## src/ppmfg_pkg.sv

```systemverilog
`timescale 1ns / 1ps
// Package of the PPM frame generator: payload and configuration types,
// register map codes and reset constants. Depends on nothing.
package ppmfg_pkg;

  localparam int ADDR_W = 5;
  localparam int DATA_W = 32;

  // Register indexes (byte address is four times the index).
  typedef enum logic [2:0] {
    REG_ENABLE      = 3'd0,
    REG_INVERT      = 3'd1,
    REG_CHANNELS    = 3'd2,
    REG_PULSE_LEN   = 3'd3,
    REG_FRAME_LEN   = 3'd4
  } reg_idx_t;

  // Item actions.
  localparam logic ACT_TICK  = 1'b0;
  localparam logic ACT_WRITE = 1'b1;

  localparam logic [15:0] DEFAULT_WIDTH_US   = 16'd1100;
  localparam logic        RST_ENABLE         = 1'b1;
  localparam logic        RST_INVERT         = 1'b0;
  localparam logic [4:0]  RST_CHANNEL_COUNT  = 5'd8;
  localparam logic [15:0] RST_PULSE_LEN_US   = 16'd300;
  localparam logic [15:0] RST_FRAME_LEN_US   = 16'd22500;

  typedef struct packed {
    logic        action;
    logic [3:0]  channel_index;
    logic [15:0] channel_width_us;
  } item_t;

  typedef struct packed {
    logic line_level;
    logic phase_changed;
    logic frame_started;
    logic frame_led;
  } result_t;

  typedef struct packed {
    logic        enable_output;
    logic        invert_levels;
    logic [4:0]  channel_count;
    logic [15:0] pulse_length_us;
    logic [15:0] frame_length_us;
    logic        restart;
  } cfg_t;

endpackage

```

## src/ppmfg_if.sv

```systemverilog
`timescale 1ns / 1ps
// Valid/ready channel interfaces for the PPM frame generator items and
// results. Field widths follow the types in ppmfg_pkg.
interface ppmfg_item_if;
  logic        valid;
  logic        ready;
  logic        action;
  logic [3:0]  channel_index;
  logic [15:0] channel_width_us;

  modport source (output valid, action, channel_index, channel_width_us, input ready);
  modport sink   (input valid, action, channel_index, channel_width_us, output ready);
endinterface

interface ppmfg_result_if;
  logic valid;
  logic ready;
  logic line_level;
  logic phase_changed;
  logic frame_started;
  logic frame_led;

  modport source (output valid, line_level, phase_changed, frame_started, frame_led,
                  input ready);
  modport sink   (input valid, line_level, phase_changed, frame_started, frame_led,
                  output ready);
endinterface

```

## src/ppmfg_regs.sv

```systemverilog
`timescale 1ns / 1ps
// APB-style configuration registers of the PPM frame generator.
// Depends on ppmfg_pkg.
module ppmfg_regs (
  input  logic                         clk,
  input  logic                         rst,
  input  logic                         psel,
  input  logic                         penable,
  input  logic                         pwrite,
  input  logic [ppmfg_pkg::ADDR_W-1:0] paddr,
  input  logic [ppmfg_pkg::DATA_W-1:0] pwdata,
  output logic [ppmfg_pkg::DATA_W-1:0] prdata,
  output logic                         pready,
  output ppmfg_pkg::cfg_t              cfg
);
  import ppmfg_pkg::*;

  logic        enable_output;
  logic        invert_levels;
  logic [4:0]  channel_count;
  logic [15:0] pulse_length_us;
  logic [15:0] frame_length_us;
  logic        wr;
  reg_idx_t    reg_sel;

  assign pready  = 1'b1;
  assign wr      = psel && penable && pwrite;
  assign reg_sel = reg_idx_t'(paddr[ADDR_W-1:2]);

  always_ff @(posedge clk) begin
    if (rst) begin
      enable_output   <= RST_ENABLE;
      invert_levels   <= RST_INVERT;
      channel_count   <= RST_CHANNEL_COUNT;
      pulse_length_us <= RST_PULSE_LEN_US;
      frame_length_us <= RST_FRAME_LEN_US;
    end else if (wr) begin
      unique case (reg_sel)
        REG_ENABLE:    enable_output   <= pwdata[0];
        REG_INVERT:    invert_levels   <= pwdata[0];
        REG_CHANNELS:  channel_count   <= pwdata[4:0];
        REG_PULSE_LEN: pulse_length_us <= pwdata[15:0];
        REG_FRAME_LEN: frame_length_us <= pwdata[15:0];
        default: ;
      endcase
    end
  end

  always_comb begin
    unique case (reg_sel)
      REG_ENABLE:    prdata = {{(DATA_W-1){1'b0}}, enable_output};
      REG_INVERT:    prdata = {{(DATA_W-1){1'b0}}, invert_levels};
      REG_CHANNELS:  prdata = {{(DATA_W-5){1'b0}}, channel_count};
      REG_PULSE_LEN: prdata = {{(DATA_W-16){1'b0}}, pulse_length_us};
      REG_FRAME_LEN: prdata = {{(DATA_W-16){1'b0}}, frame_length_us};
      default:       prdata = '0;
    endcase
  end

  // Enabling a stopped generator restarts the frame at the same edge.
  always_comb begin
    cfg.enable_output   = enable_output;
    cfg.invert_levels   = invert_levels;
    cfg.channel_count   = channel_count;
    cfg.pulse_length_us = pulse_length_us;
    cfg.frame_length_us = frame_length_us;
    cfg.restart         = wr && (reg_sel == REG_ENABLE) && pwdata[0] && !enable_output;
  end

endmodule

```

## src/ppmfg_core.sv

```systemverilog
`timescale 1ns / 1ps
// Frame state and single-pass step logic of the PPM frame generator: time
// counter, deadline, channel sequencing and width table. Depends on ppmfg_pkg.
module ppmfg_core #(
  parameter int MAX_CHANNELS = 16,
  parameter int TIME_BITS    = 32
) (
  input  logic               clk,
  input  logic               rst,
  input  ppmfg_pkg::cfg_t    cfg,
  input  logic               step,
  input  ppmfg_pkg::item_t   item,
  output ppmfg_pkg::result_t result
);
  import ppmfg_pkg::*;

  localparam int CNT_W = $clog2(MAX_CHANNELS + 1);
  localparam int IDX_W = (MAX_CHANNELS > 1) ? $clog2(MAX_CHANNELS) : 1;

  logic [TIME_BITS-1:0] time_now;
  logic [TIME_BITS-1:0] deadline;
  logic [TIME_BITS-1:0] frame_start_time;
  logic [CNT_W-1:0]     current_channel;
  logic                 in_space;
  logic                 line_state;
  logic                 led_state;
  logic [15:0]          channel_widths [MAX_CHANNELS];

  logic [TIME_BITS-1:0] time_now_next;
  logic [TIME_BITS-1:0] deadline_next;
  logic [TIME_BITS-1:0] frame_start_time_next;
  logic [CNT_W-1:0]     current_channel_next;
  logic                 in_space_next;
  logic                 line_state_next;
  logic                 led_state_next;

  logic [TIME_BITS-1:0] since_deadline;
  logic [TIME_BITS-1:0] sync_end;
  logic [TIME_BITS-1:0] start_time;
  logic [15:0]          width_sel;
  logic                 is_tick;
  logic                 fire;
  logic                 first;
  logic                 more;
  logic                 wr_ok;

  assign is_tick        = (item.action == ACT_TICK);
  assign time_now_next  = time_now + TIME_BITS'(1);
  assign since_deadline = time_now_next - deadline;
  // Wrap-aware compare: reached when the difference is in the lower half.
  assign fire           = is_tick && cfg.enable_output && !since_deadline[TIME_BITS-1];
  assign first          = (current_channel == '0);
  assign start_time     = first ? time_now_next : frame_start_time;
  assign more           = (32'(current_channel) < 32'(cfg.channel_count))
                       && (32'(current_channel) < MAX_CHANNELS);
  assign width_sel      = channel_widths[current_channel[IDX_W-1:0]];
  assign sync_end       = start_time + TIME_BITS'(cfg.frame_length_us)
                        - TIME_BITS'(cfg.pulse_length_us);
  assign wr_ok          = !is_tick && (32'(item.channel_index) < MAX_CHANNELS);

  always_comb begin
    deadline_next         = deadline;
    frame_start_time_next = frame_start_time;
    current_channel_next  = current_channel;
    in_space_next         = in_space;
    line_state_next       = line_state;
    led_state_next        = led_state;
    if (fire) begin
      in_space_next = !in_space;
      if (in_space) begin
        deadline_next   = time_now_next + TIME_BITS'(cfg.pulse_length_us);
        line_state_next = 1'b0;
      end else begin
        line_state_next = 1'b1;
        if (first) begin
          frame_start_time_next = time_now_next;
          led_state_next        = !led_state;
        end
        if (more) begin
          deadline_next        = time_now_next + TIME_BITS'(width_sel);
          current_channel_next = current_channel + CNT_W'(1);
        end else begin
          deadline_next        = sync_end;
          current_channel_next = '0;
        end
      end
    end
  end

  always_comb begin
    result.line_level    = line_state_next ^ cfg.invert_levels;
    result.phase_changed = fire;
    result.frame_started = fire && !in_space && first;
    result.frame_led     = led_state_next;
  end

  always_ff @(posedge clk) begin
    if (rst) begin
      time_now         <= '0;
      deadline         <= '0;
      frame_start_time <= '0;
      current_channel  <= '0;
      in_space         <= 1'b0;
      line_state       <= 1'b0;
      led_state        <= 1'b0;
      for (int i = 0; i < MAX_CHANNELS; i++) begin
        channel_widths[i] <= DEFAULT_WIDTH_US;
      end
    end else begin
      if (step && is_tick) begin
        time_now <= time_now_next;
      end
      if (cfg.restart) begin
        in_space         <= 1'b0;
        current_channel  <= '0;
        frame_start_time <= '0;
        deadline         <= time_now;
        line_state       <= 1'b0;
      end else if (step) begin
        deadline         <= deadline_next;
        frame_start_time <= frame_start_time_next;
        current_channel  <= current_channel_next;
        in_space         <= in_space_next;
        line_state       <= line_state_next;
        led_state        <= led_state_next;
      end
      if (step && wr_ok) begin
        channel_widths[IDX_W'(item.channel_index)] <= item.channel_width_us;
      end
    end
  end

endmodule

```

## src/ppm_frame_generator_unit.sv

```systemverilog
`timescale 1ns / 1ps
// Top level of the PPM frame generator: input and result registers around
// the step logic. Depends on ppmfg_pkg, ppmfg_if, ppmfg_regs and ppmfg_core.
//
// Usage. Items arrive on the item channel (valid/ready). Each item is either
// a one-microsecond tick (action 0) or a write of one channel's width
// (action 1). Every item gives exactly one transfer on the result channel,
// carrying the line level, whether the phase toggled, whether a frame began
// and the frame indicator level.
// An accepted item waits in the input register; once the result register is
// free or being emptied, the step logic updates the frame state and loads
// the result register, from which the result is transferred.
// Throughput is one item per cycle while the receiver takes every result.
// The input register accepts a new item while a result waits, so the two
// channels are decoupled by one stage each.
// When the receiver stalls, the result register holds its transfer, the
// input register fills, and ready on the item channel drops until the
// result is taken. No item or result is lost while stalled.
// Configuration is to be written over the APB-style port only while no item
// is in flight; the block does not enforce this. Writing 1 to enable_output
// while it is 0 restarts the frame, so the next tick starts channel zero.
// Synchronous reset empties both registers, sets every channel width to
// 1100 us, clears the time counter and loads the default register values;
// the block accepts items from the first cycle after reset.
module ppm_frame_generator_unit #(
  parameter int MAX_CHANNELS = 16,
  parameter int TIME_BITS    = 32
) (
  input  logic                         clk,
  input  logic                         rst,
  ppmfg_item_if.sink                   item,
  ppmfg_result_if.source               result,
  input  logic                         psel,
  input  logic                         penable,
  input  logic                         pwrite,
  input  logic [ppmfg_pkg::ADDR_W-1:0] paddr,
  input  logic [ppmfg_pkg::DATA_W-1:0] pwdata,
  output logic [ppmfg_pkg::DATA_W-1:0] prdata,
  output logic                         pready
);
  import ppmfg_pkg::*;

  cfg_t    cfg;
  item_t   in_q;
  logic    in_valid;
  result_t res_q;
  result_t core_res;
  logic    res_valid;
  logic    step;

  // The configuration registers sit apart from the data path.
  ppmfg_regs u_regs (
    .clk     (clk),
    .rst     (rst),
    .psel    (psel),
    .penable (penable),
    .pwrite  (pwrite),
    .paddr   (paddr),
    .pwdata  (pwdata),
    .prdata  (prdata),
    .pready  (pready),
    .cfg     (cfg)
  );

  // The held item is processed whenever the result register is free or is
  // being emptied in this cycle.
  assign step       = in_valid && (!res_valid || result.ready);
  assign item.ready = !in_valid || step;

  ppmfg_core #(
    .MAX_CHANNELS (MAX_CHANNELS),
    .TIME_BITS    (TIME_BITS)
  ) u_core (
    .clk    (clk),
    .rst    (rst),
    .cfg    (cfg),
    .step   (step),
    .item   (in_q),
    .result (core_res)
  );

  always_ff @(posedge clk) begin
    if (rst) begin
      in_valid  <= 1'b0;
      res_valid <= 1'b0;
    end else begin
      if (item.ready) begin
        in_valid <= item.valid;
      end
      if (step) begin
        res_valid <= 1'b1;
      end else if (result.ready) begin
        res_valid <= 1'b0;
      end
    end
  end

  // Payload registers carry no reset.
  always_ff @(posedge clk) begin
    if (item.valid && item.ready) begin
      in_q.action           <= item.action;
      in_q.channel_index    <= item.channel_index;
      in_q.channel_width_us <= item.channel_width_us;
    end
    if (step) begin
      res_q <= core_res;
    end
  end

  assign result.valid         = res_valid;
  assign result.line_level    = res_q.line_level;
  assign result.phase_changed = res_q.phase_changed;
  assign result.frame_started = res_q.frame_started;
  assign result.frame_led     = res_q.frame_led;

`ifndef SYNTHESIS
  // A width write never toggles the phase.
  a_write_no_phase: assert property (@(posedge clk) disable iff (rst)
    (step && (in_q.action == ACT_WRITE)) |=> !res_q.phase_changed)
    else $error("width write produced a phase change");

  // A frame only starts on a phase change.
  a_start_on_change: assert property (@(posedge clk) disable iff (rst)
    (res_valid && res_q.frame_started) |-> res_q.phase_changed)
    else $error("frame start without phase change");

  // A held item that is not processed stays in the input register.
  a_item_kept: assert property (@(posedge clk) disable iff (rst)
    (in_valid && !step) |=> in_valid)
    else $error("held item dropped");

  // The frame indicator toggles exactly when a frame starts.
  a_led_toggle: assert property (@(posedge clk) disable iff (rst)
    step |-> ((core_res.frame_led != u_core.led_state) == core_res.frame_started))
    else $error("frame indicator inconsistent");
`endif

endmodule

```

## src/flat_wrapper.sv

```systemverilog
// flat-port wrapper written by rule: the top's interface ports become plain ports
module ppm_frame_generator_unit_flat import ppmfg_pkg::*;
#(
  parameter int MAX_CHANNELS = 16,
  parameter int TIME_BITS    = 32
)
  (clk, rst, psel, penable, pwrite, paddr, pwdata, prdata, pready, item_valid, item_action, item_channel_index, item_channel_width_us, item_ready, result_valid, result_line_level, result_phase_changed, result_frame_started, result_frame_led, result_ready);
  ppmfg_item_if item_i ();
  ppmfg_result_if result_i ();
  input  logic clk;
  input  logic rst;
  input  logic psel;
  input  logic penable;
  input  logic pwrite;
  input  logic [ppmfg_pkg::ADDR_W-1:0] paddr;
  input  logic [ppmfg_pkg::DATA_W-1:0] pwdata;
  output logic [ppmfg_pkg::DATA_W-1:0] prdata;
  output logic pready;
  input wire logic [$bits(item_i.valid)-1:0] item_valid;
  input wire logic [$bits(item_i.action)-1:0] item_action;
  input wire logic [$bits(item_i.channel_index)-1:0] item_channel_index;
  input wire logic [$bits(item_i.channel_width_us)-1:0] item_channel_width_us;
  output wire logic [$bits(item_i.ready)-1:0] item_ready;
  output wire logic [$bits(result_i.valid)-1:0] result_valid;
  output wire logic [$bits(result_i.line_level)-1:0] result_line_level;
  output wire logic [$bits(result_i.phase_changed)-1:0] result_phase_changed;
  output wire logic [$bits(result_i.frame_started)-1:0] result_frame_started;
  output wire logic [$bits(result_i.frame_led)-1:0] result_frame_led;
  input wire logic [$bits(result_i.ready)-1:0] result_ready;
  assign item_i.valid = item_valid;
  assign item_i.action = item_action;
  assign item_i.channel_index = item_channel_index;
  assign item_i.channel_width_us = item_channel_width_us;
  assign item_ready = item_i.ready;
  assign result_valid = result_i.valid;
  assign result_line_level = result_i.line_level;
  assign result_phase_changed = result_i.phase_changed;
  assign result_frame_started = result_i.frame_started;
  assign result_frame_led = result_i.frame_led;
  assign result_i.ready = result_ready;
  ppm_frame_generator_unit #(.MAX_CHANNELS(MAX_CHANNELS), .TIME_BITS(TIME_BITS)) u_core (.clk(clk), .rst(rst), .item(item_i), .result(result_i), .psel(psel), .penable(penable), .pwrite(pwrite), .paddr(paddr), .pwdata(pwdata), .prdata(prdata), .pready(pready));
endmodule
```

## config.mk

```make
export PLATFORM = sky130hd
export DESIGN_NAME = ppm_frame_generator_unit_flat
export DESIGN_NICKNAME = d
export VERILOG_FILES = /design/src/ppmfg_pkg.sv /design/src/ppmfg_if.sv /design/src/ppmfg_regs.sv /design/src/ppmfg_core.sv /design/src/ppm_frame_generator_unit.sv /design/src/flat_wrapper.sv
export SDC_FILE = /design/constraint.sdc
export NUM_CORES = 1
export LEC_CHECK = 0
export BUFFER_PORTS_ARGS = -buffer_cell sky130_fd_sc_hd__buf_2
export CORE_MARGIN = 3
export CORE_UTILIZATION = 55
export CTS_CLUSTER_SIZE = 16
export DETAILED_ROUTE_END_ITERATION = 12
export HOLD_SLACK_MARGIN = 0.05
export MAX_ROUTING_LAYER = met4
export PLACE_DENSITY = 0.78
export SYNTH_ARGS = -nofsm -noshare
export SYNTH_HDL_FRONTEND = slang
export SYNTH_HIERARCHICAL = 1
export SYNTH_SLANG_ARGS = --single-unit
```

## constraint.sdc

```tcl
create_clock -name clk -period 5.1 [get_ports clk]
set_clock_uncertainty 0.1 [all_clocks]
set_input_delay 0.765 -clock clk [delete_from_list [all_inputs] [get_ports clk]]
set_output_delay 0.765 -clock clk [all_outputs]
set_load 0.1 [all_outputs]
```

==> impl_metrics.tcl, run 1 <==
set metrics [dict create \
    slowest_delay_ns 0.67 \
    tightestPinTransition_ns 1.03 \
    max_slew_margin 0.314 \
    synthCells 2527 \
    setup_viol 0 \
    synth_warnings 6 \
    placed_area_um2 27000 \
    die_x_um 223 \
    die_area_um2 49600 \
    grt_first_pass_wirelength_um 109000 \
    drive_gt1_frac 0.150 \
    arrival_ns 5.25 \
    critical_path.cell_chain "inv_1, ha_1, or4b_2, nor2_1, a21oi_1, fa_1, inv_1, ha_1, a211oi_1, o21ai_2, nand4_1, a21oi_1, buf_4, o21ai_0, a21oi_1, o41a_1, o41ai_1, a21oi_1" \
    grt_util_all_layers 0.286 \
    synth_flop_cell "edfxtp_1" \
    cts_max_path_buffers 3 \
    grt_max_degree 76 \
    via_per_inst 6.14 \
    dp.cells 3133 \
    p_leak_uw 0.0108 \
    irDropWorstVdd_v 0.000343 \
    hpwl_um 49300 \
    synthDistinctLibCells 99 \
    intPower_uw 6090 \
    start_util 0.563 \
    syn_avg_cell_area_um2 10.2 \
    ant_nets 0 \
    startpoint_type "flip-flop" \
    hp-class "input port to flip-flop" \
    cts_tree "built" \
    seqPwrFrac 0.468 \
    row_count 78 \
    r2r-start "u_core/u_core/current_channel[0]$_SDFFE_PP0P_" \
    cp_data_required_time_ns 5.46 \
    crit_start "u_core/u_core/current_channel[0]$_SDFFE_PP0P_" \
    cts_buffers 45 \
    cts-resized-gates 0 \
    cts.sinks 430 \
    maxCapViolations 0 \
    p_sw_frac 0.265 \
    grt_pass1_vias 19600 \
    antenna_found_initial 0 \
    fmax_ghz 0.205 \
    timing.final.crit_share 0.958 \
    crit_top_cell "a21oi_1" \
    wl_um 69400 \
    power-per-cell-area_nw_per_um2 289 \
    fin_tns_setup_ns 0 \
    cp_num_buf_inv 3 \
    drtPass1Iterations 6 \
    nets 2764 \
    report.final.hold_viol_count 0 \
    final_area_um2 28600 \
    drt_iter0_drc 1775 \
    gp_congestion 1.01 \
    async_reset_ff_frac 0 \
    min_from "item_channel_width_us[10]" \
    switchingPower_uw 2190 \
    synth-edff-count 281 \
    route.vias.total 19700 \
    cts-root-buf "clkbuf_16" \
    power.total_uw 8280 \
    drc_errors 0 \
    hold_buffers 0 \
    clockPowerShare 0.399 \
    htreeDepth 2 \
    ios 104 \
    slowest_stage "or4b_2" \
    drv_slew 0 \
    crit_path_end_kind "flip-flop" \
    criticalPathCategory "flip-flop to flip-flop" \
    synth_area_um2 25800 \
    fin_cells 3213 \
    ys_seq_elements 430 \
    seq_area_frac_synth 0.442 \
    path_clk_slew_ns 0.06 \
    post_cts_buffers 0 \
    clk_latency_ns 0.59 \
    outcome "completed" \
    wl_per_cell_um 21.6 \
    p_comb_frac 0.133 \
    core-area_um2 45900 \
    overflow 0 \
    cp_top_family "compound AO/OA/AOI/OAI gates" \
    n_antenna_cell 0 \
    die_h_um 223 \
    area_growth_pct 10.7 \
    portBuffers 68 \
    critPathMaxFanout 5 \
    min_period_ns 4.89 \
]
## per-layer routing
metal  part of all wire  vias up  track usage  wire length, um
met5                  0        -            -                0
met4              0.043        0        0.116             3000
met3              0.066      187       0.0340             4590
met2               0.49      813        0.477            34300
met1               0.40     9603        0.357            27500
li1                   -     9129            -                -
## metrics by stage
| stage | hold slack (ns) | utilization | worst slack, ns |
|---|---|---|---|
| after floorplan | 0.336 | - | 0.450 |
| after global placement | 0.341 | 0.589 | 0.281 |
| after detailed placement | 0.350 | 0.589 | 0.190 |
| after CTS | 0.228 | 0.622 | 0.161 |
| after global routing | 0.232 | 0.624 | -0.0667 |
| final | 0.252 | 0.624 | 0.212 |
## placed cells by master, fill, tap and decap left out, types with 80 or more instances in the layout
master	count
mux4_2	80
edfxtp_1	281
a21oi_1	145
buf_4	94
and2_1	206
nand2_1	178
ha_1	101
nor2_1	169
o21ai_0	113
inv_1	145
dfxtp_1	144
## cell usage after synthesis (all sizes together), types with 7 or more instances
master,count,share of area
a211oi,23,0.0067
a21boi,8,0.0026
a21o,30,0.0087
a21oi,150,0.029
a221oi,9,0.0031
a22o,11,0.0037
a311oi,7,0.0024
a31oi,7,0.0017
and2,208,0.051
and3,25,0.0061
and4,7,0.0025
buf,59,0.014
clkbuf,118,0.017
dfxtp,149,0.12
edfxtp,281,0.33
fa,18,0.014
ha,101,0.049
inv,145,0.021
mux2i,32,0.012
mux4,80,0.070
nand2,178,0.026
nand2b,63,0.016
nand3,48,0.010
nand4,25,0.0065
nor2,174,0.026
nor2b,32,0.0077
nor3,30,0.0066
nor4,18,0.0052
o211ai,20,0.0058
o21a,13,0.0038
o21ai,144,0.029
o21bai,10,0.0029
o22ai,11,0.0027
o31a,8,0.0027
or2,10,0.0026
or3,60,0.015
xnor2,75,0.026
xor2,59,0.021
## state kept, by name, indices dropped and copies added (netlist names), 5 cells and up, named ones only
register                        count
u_core/u_regs/channel_count         5
u_core/u_core/frame_start_time     32
u_core/u_regs/frame_length_us      16
u_core/u_core/channel_widths      256
u_core/u_core/deadline             32
u_core/in_q                        21
u_core/u_core/time_now             32
u_core/u_regs/pulse_length_us      16
u_core/u_core/current_channel       5
## cell families (layout without fill, tap and decap cells)
kind of cell | count (synthesis) | after routing | synth area share
XOR/XNOR | 134 | 134 | 0.0469
adder cells (fa/ha/maj) | 119 | 119 | 0.0629
multiplexers | 112 | 112 | 0.0821
AND/OR/NAND/NOR | 894 | 894 | 0.186
flip-flops | 430 | 430 | 0.442
other | 2 | 17 | 0.000291
AO/OA/AOI/OAI | 511 | 511 | 0.126
buffers and inverters | 325 | 396 | 0.0531
## path summary, 6_finish.rpt
kind | endpoint | slack, ns | cells after the start
max | u_core/u_core/deadline[29]$_SDFFE_PP0P_ | 0.21 | 18
min | u_core/in_q[10]$_DFFE_PP_ | 0.25 | 1
max reg2reg | u_core/u_core/deadline[29]$_SDFFE_PP0P_ | 0.21 | 18
min reg2reg | u_core/u_core/frame_start_time[20]$_SDFFE_PP0P_ | 0.36 | 2
## power groups by stage
| stage | logic, uW | clock network (uW) | registers, uW |
|---|---|---|---|
| floorplan | 703 | 0 | 3950 |
| global placement | 1050 | 0 | 3930 |
| detailed placement | 1070 | 0 | 3940 |
| CTS | 1080 | 3360 | 3870 |
| global route | 1170 | 3500 | 3880 |
| finish | 1100 | 3300 | 3870 |
## area by class of cell
type,count,area (um^2)
Clock buffer,59,1260
Clock inverter,21,221
Fill cell,3666,17300
Inverter,148,556
Multi-Input combinational cell,1787,13200
Sequential cell,430,11400
Tap cell,600,751
Timing Repair Buffer,168,1170
## worst reg2reg max path, delay by kind of cell, from the launching register on
kind | cells | cell delay (ns)
compound gates | 9 | 2.02
fa+ha+maj | 3 | 1.02
buf+inv | 3 | 0.32
flops | 1 | 0.35
simple gates | 3 | 0.95
Note: power is estimated with default switching activity, not from simulation.
==> run 2: changes to the inputs <==
CTS_BUF_LIST = sky130_fd_sc_hd__clkbuf_16   (was default)
==> impl_metrics.tcl, run 2 (same netlist as run 1, synthesis figures left out) <==
set metrics [dict create \
    outcome "completed" \
    crit_path_end_kind "flip-flop" \
    top_register "u_core/u_core/channel_widths" \
    n_antenna_cell 0 \
    gp_congestion 1.01 \
    path_clk_slew_ns 0.06 \
    wl_per_cell_um 21.7 \
    critPathMaxFanout 7 \
    setup_viol 0 \
    drive_gt1_frac 0.147 \
    slowest_delay_ns 0.43 \
    cts-root-buf "clkbuf_16" \
    maxCapViolations 0 \
    placed_area_um2 27000 \
    wl_um 69800 \
    htreeDepth 2 \
    die_h_um 223 \
    grt_pass1_vias 19600 \
    drt_iter0_drc 1768 \
    cts.sinks 430 \
    ios 104 \
    fmax_ghz 0.204 \
    overflow 0 \
    portBuffers 68 \
    clk_latency_ns 0.60 \
    die_area_um2 49600 \
    report.final.hold_viol_count 0 \
    filler_cell_count 3678 \
    drv_slew 0 \
    area_growth_pct 10.5 \
    slowest_stage "dfxtp_1" \
    max_slew_margin 0.318 \
    start_util 0.563 \
    core-area_um2 45900 \
    critical_path.cell_chain "ha_1, nand3_1, buf_4, nor4_2, and2_1, nand4_1, xor2_2, inv_1, ha_1, nand3_1, nor2_1, o211ai_1, a31oi_1, a211oi_1, buf_4, xor2_2, buf_4, nand3_1, a41o_1, o32ai_1" \
    drc_errors 0 \
    cts_max_path_buffers 3 \
    grt_max_degree 76 \
    die_x_um 223 \
    route.vias.total 19700 \
    power-per-cell-area_nw_per_um2 287 \
    arrival_ns 5.29 \
    via_per_inst 6.14 \
    timing.final.crit_share 0.960 \
    drtPass1Iterations 6 \
    hpwl_um 49300 \
    ant_nets 0 \
    layout_commonest_cell "edfxtp_1" \
    cp_data_required_time_ns 5.49 \
    p_leak_uw 0.0108 \
    hold_buffers 0 \
    grt_first_pass_wirelength_um 110000 \
    fin_tns_setup_ns 0 \
    most-common-layout-cells "edfxtp_1, and2_1, nand2_1" \
    nets 2764 \
    min_period_ns 4.90 \
    power.total_uw 8180 \
    row_count 78 \
    startpoint_type "flip-flop" \
    irDropWorstVdd_v 0.000323 \
    criticalPathCategory "flip-flop to flip-flop" \
    post_cts_buffers 0 \
    cts_buffers 45 \
    antenna_found_initial 0 \
    tightestPinTransition_ns 1.02 \
    largest_reg_flops 256 \
    cts_tree "built" \
    timing.hold.ws_ns 0.251 \
    hp-class "input port to flip-flop" \
    final_area_um2 28500 \
    grt_util_all_layers 0.287 \
]
## run 2: cell types whose count changed in the layout (fill, tap and decap cells not counted)
cell and delta:
clkinv_1 +6, inv_1 +7, clkbuf_1 -7, clkbuf_8 -6
## run 2: power by group
part	internal (uW)	switching, uW	total, uW
Combinational	384	721	1100
Sequential	3810	65.3	3870
Clock	1790	1410	3200
Total	5980	2200	8180
## run 2: worst paths after layout
kind / cells after the start / startpoint / slack, ns / to
worst max-delay path: 20 / u_core/u_core/time_now[1]$_SDFFE_PP0P_ / 0.20 / u_core/u_core/deadline[30]$_SDFFE_PP0P_
worst max register to register: 20 / u_core/u_core/time_now[1]$_SDFFE_PP0P_ / 0.20 / u_core/u_core/deadline[30]$_SDFFE_PP0P_
worst min-delay path: 1 / item_channel_width_us[1] / 0.25 / u_core/in_q[1]$_DFFE_PP_
worst min register to register: 2 / u_core/u_core/frame_start_time[20]$_SDFFE_PP0P_ / 0.36 / u_core/u_core/frame_start_time[20]$_SDFFE_PP0P_
## run 2: what timing repair did
action / 4_1_cts / 5_1_grt
hold endpoints to repair: 0 / 0
endpoints found under the setup margin: 0 / 63
resized for setup: 0 / 21
## run 2: critical path: cells and delay by family, from the launching register on
family	cells	cell delay, ns
simple gates	7	1.46
compound gates	5	1.13
buf+inv	4	0.69
fa+ha+maj	2	0.55
xor+xnor	2	0.43
flops	1	0.43
## run 2: per-stage QoR
stage | utilization | setup WS [ns] | instances
2_1_floorplan | - | 0.450 | 2542
3_3_place_gp | 0.589 | 0.281 | 3133
3_5_place_dp | 0.589 | 0.190 | 3133
4_1_cts | 0.620 | 0.161 | 3213
5_1_grt | 0.622 | -0.0641 | 3213
6_report | 0.622 | 0.204 | 3213
## run 2: area by class of cell
| class | count | area (um^2) | share of cell area |
|---|---|---|---|
| Clock inverter | 34 | 270 | 0.00947 |
| Sequential cell | 430 | 11400 | 0.400 |
| Clock buffer | 46 | 1150 | 0.0403 |
| Tap cell | 600 | 751 | 0.0263 |
| Inverter | 148 | 556 | 0.0195 |
| Multi-Input combinational cell | 1787 | 13200 | 0.463 |
| Timing Repair Buffer | 168 | 1170 | 0.0411 |
## run 2: routing by layer
layer,vias up,wire length (um),GRT usage
li1,9124,-,-
met1,9652,27700,0.359
met2,777,34500,0.478
met3,180,4660,0.0355
met4,0,2930,0.115
met5,-,0,-
